$ cat src/rtl/exact_substring_matcher_unit_macros.svh
// ============================================================================
// Assertion macros for the exact substring matcher
// Shared concurrent assertion forms, clocked on clk and held off in reset.
// ============================================================================
`ifndef EXACT_SUBSTRING_MATCHER_UNIT_MACROS_SVH
`define EXACT_SUBSTRING_MATCHER_UNIT_MACROS_SVH

// same-cycle implication
`define ESM_ASSERT_SAME(lbl, ante, cons, msg) \
    lbl: assert property (@(posedge clk) disable iff (!rst_n) (ante) |-> (cons)) \
        else $error(msg);

// next-cycle implication
`define ESM_ASSERT_NEXT(lbl, ante, cons, msg) \
    lbl: assert property (@(posedge clk) disable iff (!rst_n) (ante) |=> (cons)) \
        else $error(msg);

`endif

$ cat src/rtl/esm_pkg.sv
// ============================================================================
// Exact substring matcher package
// Sizes, register indexes and the cell control type.
// ============================================================================
`timescale 1ns / 1ps

package esm_pkg;

    localparam int MAX_PATTERN = 32;
    localparam int CHAIN_LEN   = MAX_PATTERN - 1;
    localparam int LEN_W       = 6;
    localparam int POS_W       = 32;
    localparam int BYTE_W      = 8;
    localparam int WORD_W      = 64;
    localparam int PAT_WORDS   = 4;
    localparam int PAT_BYTES   = PAT_WORDS * WORD_W / BYTE_W;
    localparam int PAT_IDX_W   = $clog2(PAT_BYTES);
    localparam int CFG_IDX_W   = 3;

    localparam logic [CFG_IDX_W-1:0] CFG_PATTERN_LENGTH = 3'd0;
    localparam logic [CFG_IDX_W-1:0] CFG_PATTERN_WORD_0 = 3'd1;
    localparam logic [CFG_IDX_W-1:0] CFG_PATTERN_WORD_1 = 3'd2;
    localparam logic [CFG_IDX_W-1:0] CFG_PATTERN_WORD_2 = 3'd3;
    localparam logic [CFG_IDX_W-1:0] CFG_PATTERN_WORD_3 = 3'd4;
    localparam logic [CFG_IDX_W-1:0] CFG_POSITION_BASE  = 3'd5;

    typedef struct packed {
        logic shift;
        logic clear;
    } cell_ctrl_t;

endpackage

$ cat src/rtl/esm_cell.sv
// ============================================================================
// Window cell
// Holds one earlier text byte with its valid flag, passes it on to the next
// cell on every accepted beat and compares it with its expected pattern byte.
// ============================================================================
`timescale 1ns / 1ps

module esm_cell (
    input  logic                       clk,
    input  logic                       rst_n,
    input  esm_pkg::cell_ctrl_t        ctrl,
    input  logic [esm_pkg::BYTE_W-1:0] byte_in,
    input  logic                       valid_in,
    input  logic [esm_pkg::BYTE_W-1:0] expect_byte,
    input  logic                       care,
    output logic [esm_pkg::BYTE_W-1:0] byte_out,
    output logic                       valid_out,
    output logic                       ok
);
    import esm_pkg::*;

    logic [BYTE_W-1:0] byte_reg;
    logic [BYTE_W-1:0] byte_next;
    logic              valid_reg;
    logic              valid_next;

    always_comb
    begin
        byte_next  = ctrl.shift ? byte_in : byte_reg;
        valid_next = valid_reg;
        if (ctrl.clear)
        begin
            valid_next = 1'b0;
        end
        else if (ctrl.shift)
        begin
            valid_next = valid_in;
        end
    end

    always_ff @(posedge clk or negedge rst_n)
    begin
        if (!rst_n)
        begin
            valid_reg <= 1'b0;
        end
        else
        begin
            valid_reg <= valid_next;
        end
    end

    always_ff @(posedge clk)
    begin
        byte_reg <= byte_next;
    end

    assign byte_out  = byte_reg;
    assign valid_out = valid_reg;
    assign ok        = !care || (valid_reg && (byte_reg == expect_byte));

endmodule

$ cat src/rtl/esm_out_stage.sv
// ============================================================================
// Result output register
// Holds one match position beat until the master side takes it.
// ============================================================================
`timescale 1ns / 1ps

module esm_out_stage (
    input  logic                      clk,
    input  logic                      rst_n,
    input  logic                      load,
    input  logic [esm_pkg::POS_W-1:0] load_data,
    output logic                      room,
    output logic                      m_axis_tvalid,
    input  logic                      m_axis_tready,
    output logic [esm_pkg::POS_W-1:0] m_axis_tdata   // [31:0] match_position
);
    import esm_pkg::*;

    logic             valid_reg;
    logic             valid_next;
    logic [POS_W-1:0] data_reg;
    logic [POS_W-1:0] data_next;

    assign room = !valid_reg || m_axis_tready;

    always_comb
    begin
        valid_next = valid_reg;
        data_next  = data_reg;
        if (load)
        begin
            valid_next = 1'b1;
            data_next  = load_data;
        end
        else if (m_axis_tready)
        begin
            valid_next = 1'b0;
        end
    end

    always_ff @(posedge clk or negedge rst_n)
    begin
        if (!rst_n)
        begin
            valid_reg <= 1'b0;
        end
        else
        begin
            valid_reg <= valid_next;
        end
    end

    always_ff @(posedge clk)
    begin
        data_reg <= data_next;
    end

    assign m_axis_tvalid = valid_reg;
    assign m_axis_tdata  = data_reg;

endmodule

$ cat src/rtl/exact_substring_matcher_unit.sv
// ============================================================================
// Exact substring matcher
// Streams text bytes past a window of cells and reports every occurrence of
// the configured pattern by its start position plus a base offset.
// ============================================================================
// The block takes one text byte per clock and can accept a byte on every
// cycle while the result register is empty or being drained; a match
// position appears on the master side the cycle after the byte that ends the
// match. The whole window is compared in parallel, so the rate is set only
// by the single output register. Every occurrence is reported, overlapping
// ones too. A beat with tlast ends the text: its own match is still reported,
// then the position counter and the window clear. Configuration writes are
// always taken and must be made while no text is in flight.
`timescale 1ns / 1ps

`include "exact_substring_matcher_unit_macros.svh"

module exact_substring_matcher_unit (
    input  logic                          clk,
    input  logic                          rst_n,
    input  logic                          cfg_valid,
    output logic                          cfg_ready,
    input  logic [esm_pkg::CFG_IDX_W-1:0] cfg_index,
    input  logic [esm_pkg::WORD_W-1:0]    cfg_data,
    input  logic                          s_axis_tvalid,
    output logic                          s_axis_tready,
    input  logic [esm_pkg::BYTE_W-1:0]    s_axis_tdata,   // [7:0] text_byte
    input  logic                          s_axis_tlast,   // last_byte
    output logic                          m_axis_tvalid,
    input  logic                          m_axis_tready,
    output logic [esm_pkg::POS_W-1:0]     m_axis_tdata    // [31:0] match_position
);
    import esm_pkg::*;

    logic [LEN_W-1:0]                  pattern_length_reg;
    logic [LEN_W-1:0]                  pattern_length_next;
    logic [PAT_WORDS-1:0][WORD_W-1:0]  pattern_reg;
    logic [PAT_WORDS-1:0][WORD_W-1:0]  pattern_next;
    logic [POS_W-1:0]                  position_base_reg;
    logic [POS_W-1:0]                  position_base_next;
    logic [POS_W-1:0]                  bytes_seen_reg;
    logic [POS_W-1:0]                  bytes_seen_next;

    logic [PAT_BYTES-1:0][BYTE_W-1:0]  pat_bytes;
    logic [LEN_W-1:0]                  len_eff;
    logic [LEN_W-1:0]                  idx0;
    logic [POS_W-1:0]                  pos_offset;
    logic [POS_W-1:0]                  match_pos;
    logic                              accept;
    logic                              room;
    logic                              hit;
    logic                              eq0;
    cell_ctrl_t                        ctrl;

    logic [CHAIN_LEN-1:0][BYTE_W-1:0]  chain_byte;
    logic [CHAIN_LEN-1:0]              chain_valid;
    logic [CHAIN_LEN-1:0]              chain_ok;

    // configuration registers
    assign cfg_ready = 1'b1;

    always_comb
    begin
        pattern_length_next = pattern_length_reg;
        pattern_next        = pattern_reg;
        position_base_next  = position_base_reg;
        if (cfg_valid)
        begin
            case (cfg_index)
                CFG_PATTERN_LENGTH: pattern_length_next = cfg_data[LEN_W-1:0];
                CFG_PATTERN_WORD_0: pattern_next[0]     = cfg_data;
                CFG_PATTERN_WORD_1: pattern_next[1]     = cfg_data;
                CFG_PATTERN_WORD_2: pattern_next[2]     = cfg_data;
                CFG_PATTERN_WORD_3: pattern_next[3]     = cfg_data;
                CFG_POSITION_BASE:  position_base_next  = cfg_data[POS_W-1:0];
                default:            pattern_length_next = pattern_length_reg;
            endcase
        end
    end

    always_ff @(posedge clk or negedge rst_n)
    begin
        if (!rst_n)
        begin
            pattern_length_reg <= LEN_W'(1);
            pattern_reg        <= '0;
            position_base_reg  <= '0;
            bytes_seen_reg     <= '0;
        end
        else
        begin
            pattern_length_reg <= pattern_length_next;
            pattern_reg        <= pattern_next;
            position_base_reg  <= position_base_next;
            bytes_seen_reg     <= bytes_seen_next;
        end
    end

    assign pat_bytes = pattern_reg;
    assign len_eff   = (pattern_length_reg > LEN_W'(MAX_PATTERN)) ?
                       LEN_W'(MAX_PATTERN) : pattern_length_reg;

    // stream handshake and cell control
    assign s_axis_tready = room;
    assign accept        = s_axis_tvalid && s_axis_tready;
    assign ctrl.shift    = accept;
    assign ctrl.clear    = accept && s_axis_tlast;

    always_comb
    begin
        bytes_seen_next = bytes_seen_reg;
        if (accept)
        begin
            bytes_seen_next = s_axis_tlast ? '0 : bytes_seen_reg + POS_W'(1);
        end
    end

    // window chain
    genvar c;
    generate
        for (c = 0; c < CHAIN_LEN; c++)
        begin : g_cell
            logic [LEN_W-1:0]  pat_idx;
            logic [BYTE_W-1:0] link_byte;
            logic              link_valid;
            logic              cell_care;

            assign pat_idx   = len_eff - LEN_W'(c + 1) - LEN_W'(1);
            assign cell_care = LEN_W'(c + 1) < len_eff;

            if (c == 0)
            begin : g_head
                assign link_byte  = s_axis_tdata;
                assign link_valid = 1'b1;
            end
            else
            begin : g_body
                assign link_byte  = chain_byte[c-1];
                assign link_valid = chain_valid[c-1];
            end

            esm_cell u_cell (
                .clk         (clk),
                .rst_n       (rst_n),
                .ctrl        (ctrl),
                .byte_in     (link_byte),
                .valid_in    (link_valid),
                .expect_byte (pat_bytes[pat_idx[PAT_IDX_W-1:0]]),
                .care        (cell_care),
                .byte_out    (chain_byte[c]),
                .valid_out   (chain_valid[c]),
                .ok          (chain_ok[c])
            );
        end
    endgenerate

    // newest byte against the last pattern byte in use
    assign idx0 = len_eff - LEN_W'(1);
    assign eq0  = s_axis_tdata == pat_bytes[idx0[PAT_IDX_W-1:0]];
    assign hit  = (len_eff != '0) && eq0 && (&chain_ok);

    assign pos_offset = position_base_reg + POS_W'(1) - POS_W'(len_eff);
    assign match_pos  = bytes_seen_reg + pos_offset;

    esm_out_stage u_out (
        .clk           (clk),
        .rst_n         (rst_n),
        .load          (accept && hit),
        .load_data     (match_pos),
        .room          (room),
        .m_axis_tvalid (m_axis_tvalid),
        .m_axis_tready (m_axis_tready),
        .m_axis_tdata  (m_axis_tdata)
    );

    `ESM_ASSERT_SAME(a_ready_when_empty, !m_axis_tvalid, s_axis_tready,
        "input stalled with an empty result register")
    `ESM_ASSERT_NEXT(a_count_clear, accept && s_axis_tlast, bytes_seen_reg == '0,
        "position counter not cleared after end of text")
    `ESM_ASSERT_NEXT(a_window_clear, accept && s_axis_tlast, chain_valid == '0,
        "window not cleared after end of text")
    `ESM_ASSERT_SAME(a_zero_len, len_eff == '0, !hit,
        "match reported for an empty pattern")

endmodule

$ cat config.mk
export PLATFORM = sky130hd
export DESIGN_NAME = exact_substring_matcher_unit
export DESIGN_NICKNAME = d
export VERILOG_FILES = /design/src/rtl/esm_pkg.sv /design/src/rtl/esm_cell.sv /design/src/rtl/esm_out_stage.sv /design/src/rtl/exact_substring_matcher_unit.sv
export VERILOG_INCLUDE_DIRS = /design/src /design/src/rtl
export SDC_FILE = /design/constraint.sdc
export NUM_CORES = 2
export LEC_CHECK = 0
export ABC_CLOCK_PERIOD_IN_PS = 23600
export BUFFER_PORTS_ARGS = -buffer_cell sky130_fd_sc_hd__buf_2
export CAP_MARGIN = 20
export CORE_ASPECT_RATIO = 0.7
export CORE_MARGIN = 5
export CORE_UTILIZATION = 65
export DETAILED_ROUTE_END_ITERATION = 8
export HOLD_SLACK_MARGIN = 0.15
export PLACE_DENSITY = 0.88
export SLEW_MARGIN = 20
export SYNTH_ARGS = -nofsm -noshare
export SYNTH_HDL_FRONTEND = slang
export SYNTH_HIERARCHICAL = 1
export SYNTH_SLANG_ARGS = --single-unit
$ cat constraint.sdc
create_clock -name clk -period 23.6 [get_ports clk]
set_clock_uncertainty 0.1 [all_clocks]
set_input_delay 5.9 -clock clk [delete_from_list [all_inputs] [get_ports clk]]
set_output_delay 5.9 -clock clk [all_outputs]
set_load 0.03 [all_outputs]
==> flow_metrics.tcl <==
set metrics [dict create \
    core-area_mm2 0.0666 \
    crit_type "in2out" \
    cp.arrival_ns 6.34 \
    r2r_end "u_out/m_axis_tdata[7]" \
    drive_gt1_share_pct 30.2 \
    status "complete, but fails checks" \
    initial_core_util_pct 65.9 \
    post-route-period-util_pct 52.3 \
    reg2reg_from "pattern_length_reg[5]" \
    stdcell_count 4492 \
    gp_congestion 1.11 \
    detail_route.iter0.violations 5747 \
    grt_max_degree 152 \
    h-tree-depth 3 \
    synth_commonest_cells "mux2i_1, mux2_2, dfrtp_1, xnor2_1, nand2_1" \
    clockPowerShare_pct 16.5 \
    synth_cells 3490 \
    antenna_found_initial 13 \
    r2r_setup_slack_ns 14.23 \
    cts_made_buffers 66 \
    dpl.hpwl_mm 107 \
    power.switching_mw 3.04 \
    fp-row-count 79 \
    fin_ws_ns 11.26 \
    pwr-share-seq_pct 22.5 \
    grt_usage_pct 40.0 \
    largest_reg_flops 256 \
    cts_tree "done" \
    setup_viol 0 \
    ys_types 66 \
    cp_max_fo 4 \
    crit_required_ns 17.60 \
    grt_pass1_vias 31850 \
    setup_tns_ns 0 \
    leakage_nw 19.5 \
    gr-total-overflow 0 \
    fp.dieArea_mm2 0.0729 \
    dp_slack_ns 11.26 \
    hold_path_depth 0 \
    crit_path_start_kind "input port" \
    synth_most_common_cell "mux2i_1" \
    netlist_area_mm2 0.0439 \
    finalInstanceArea_mm2 0.0477 \
    p_int_mw 3.61 \
    cts_resized 0 \
    chipHeight_um 227 \
    wl_mm 147 \
    maxSlewViolCount 0 \
    ant_nets 0 \
    maxCapViolations 0 \
    drc 3 \
    holdPathEnd "g_cell[2].u_cell/byte_out[0]" \
    worstMarginPinSlew_ns 1.17 \
    cts-root-buf "clkbuf_16" \
    violations "design-rule violations" \
    async_flop_share_pct 56.1 \
    combinationalPowerShare_pct 61.0 \
    fin_crit_ns 12.34 \
    dp_cells 4370 \
    yosys_warnings 6 \
    cts_setup_buffers 0 \
    peakVddDrop_mv 0.0883 \
    hold_violations 0 \
    io_buffer_count 114 \
    power_mw 6.65 \
    relSlewSlack_pct 22.3 \
    placed_area_mm2 0.0455 \
    ys_seq_elements 638 \
    nNetsFinal 3697 \
    viasPerCell 7.33 \
    clockBufferDepth 3 \
    powerDensity_mw_per_mm2 139 \
    synth_edf_count 280 \
    hold_class "reg2reg" \
    io_pins 116 \
    syn_avg_cell_area_um2 12.6 \
    vias 32907 \
    insertion_delay_ns 0.65 \
    fmax_ghz 0.0810 \
    synth_flop_cell "dfrtp_1" \
    grt_pass1_wl_mm 213 \
    clkSlewWorstSetupHoldPaths_ns 0.07 \
    first_pass_iters 9 \
    switching_share_pct 45.7 \
    clkSinkCount 638 \
    rsz0062_at_grt "false" \
    synth_area_leaders "dfrtp_1, edfxtp_1, mux4_2" \
    die_w_um 321 \
    synth_top_area_share_pct 20.4 \
    synth_top_cell_by_area "dfrtp_1" \
    area_delta_synth_final_pct 8.70 \
    ctsHoldBuffers 0 \
    yosysSeqAreaShare_pct 39.6 \
    critPathCaptureType "output port" \
    worstHoldStart "g_cell[1].u_cell/byte_out[0]" \
    wl_per_cell_um 32.7 \
    r2r_cells 21 \
]
## placed cells by master (no fill, tap or decap), types with 8 or more instances in the layout
cell       Yosys  layout
ha_1          65      63
nand2b_1      15      12
xor2_1        14      14
mux2i_1      558     558
a21o_1        15      15
nand4_1       52      52
dfrtp_1      357     357
mux2_1        38      38
xnor2_2        4      10
or3_1          8       8
a21oi_1       57      56
inv_1        145     144
o21bai_1      13      13
buf_4         14      65
clkbuf_8       0       8
xnor2_1      325     316
clkinv_2       0      10
nand3_1       45      44
clkbuf_16      0      70
o21ai_0       34      33
buf_2         61     113
clkbuf_1      92       9
mux4_2       273     273
nor3_1        19      17
nor2_1       114     110
edfxtp_1     280     280
mux2_2       442     442
o31ai_2       31      31
nand2_1      302     302
## metal layers
metal  GRT usage, %  routed length (µm)  vias up
met5           2.79                 439        -
met4           18.8                9400       22
met3           19.2               26100      660
met2           56.0               59700     2885
met1           52.7               51200    16245
li1               -                   -    13095
## logic make-up after synthesis
logic type                 after synthesis  synth area share [%]
AOI/OAI and AO/OA                      182                  2.97
and+or+nand+nor                        599                  6.08
xor gates and xnor gates               344                  6.98
other                                    1               0.00855
muxes                                 1311                  39.1
DFF                                    638                  39.6
buffers and inverters                  346                  3.27
adders and majority gates               69                  2.04
## power groups by stage
stage / clock [mW] / sequential, mW / combinational [mW]
2_1_floorplan: 0 / 1.44 / 2.71
3_3_place_gp: 0 / 1.49 / 3.71
3_5_place_dp: 0 / 1.50 / 3.81
4_1_cts: 1.10 / 1.48 / 3.85
5_1_grt: 1.14 / 1.51 / 4.15
6_report: 1.10 / 1.50 / 4.06
## per-stage QoR
stage | hold slack (ns) | utilization, %
floorplan | 0.349 | -
global placement | 0.350 | 68.2
detailed placement | 0.356 | 68.2
CTS | 0.365 | 71.5
global route | 0.378 | 71.6
finish | 0.366 | 71.6
## worst max-delay path, cell delays in order
cell and delay (ns):
buf_2 0.10, nand2b_4 0.16, buf_2 0.18
## worst max-delay path by stage
stage	start	slack [ns]	end	cells past startpoint
floorplan	m_axis_tready	8.87	bytes_seen_reg[29]	11
global placement	m_axis_tready	11.26	s_axis_tready	3
detailed placement	m_axis_tready	11.26	s_axis_tready	3
CTS	m_axis_tready	11.26	s_axis_tready	3
global route	m_axis_tready	11.24	s_axis_tready	3
finish	m_axis_tready	11.26	s_axis_tready	3
## cell type report
| class | count | area [µm²] |
|---|---|---|
| multi-input combinational | 2507 | 25300 |
| fill | 4399 | 18900 |
| sequential | 638 | 17400 |
| clock buffer | 87 | 1900 |
| tap | 891 | 1110 |
| timing repair buffer | 181 | 1110 |
| inverter | 153 | 587 |
| clock inverter | 30 | 313 |
| antenna | 5 | 12.5 |
Note: power is estimated with default switching activity, not from simulation.
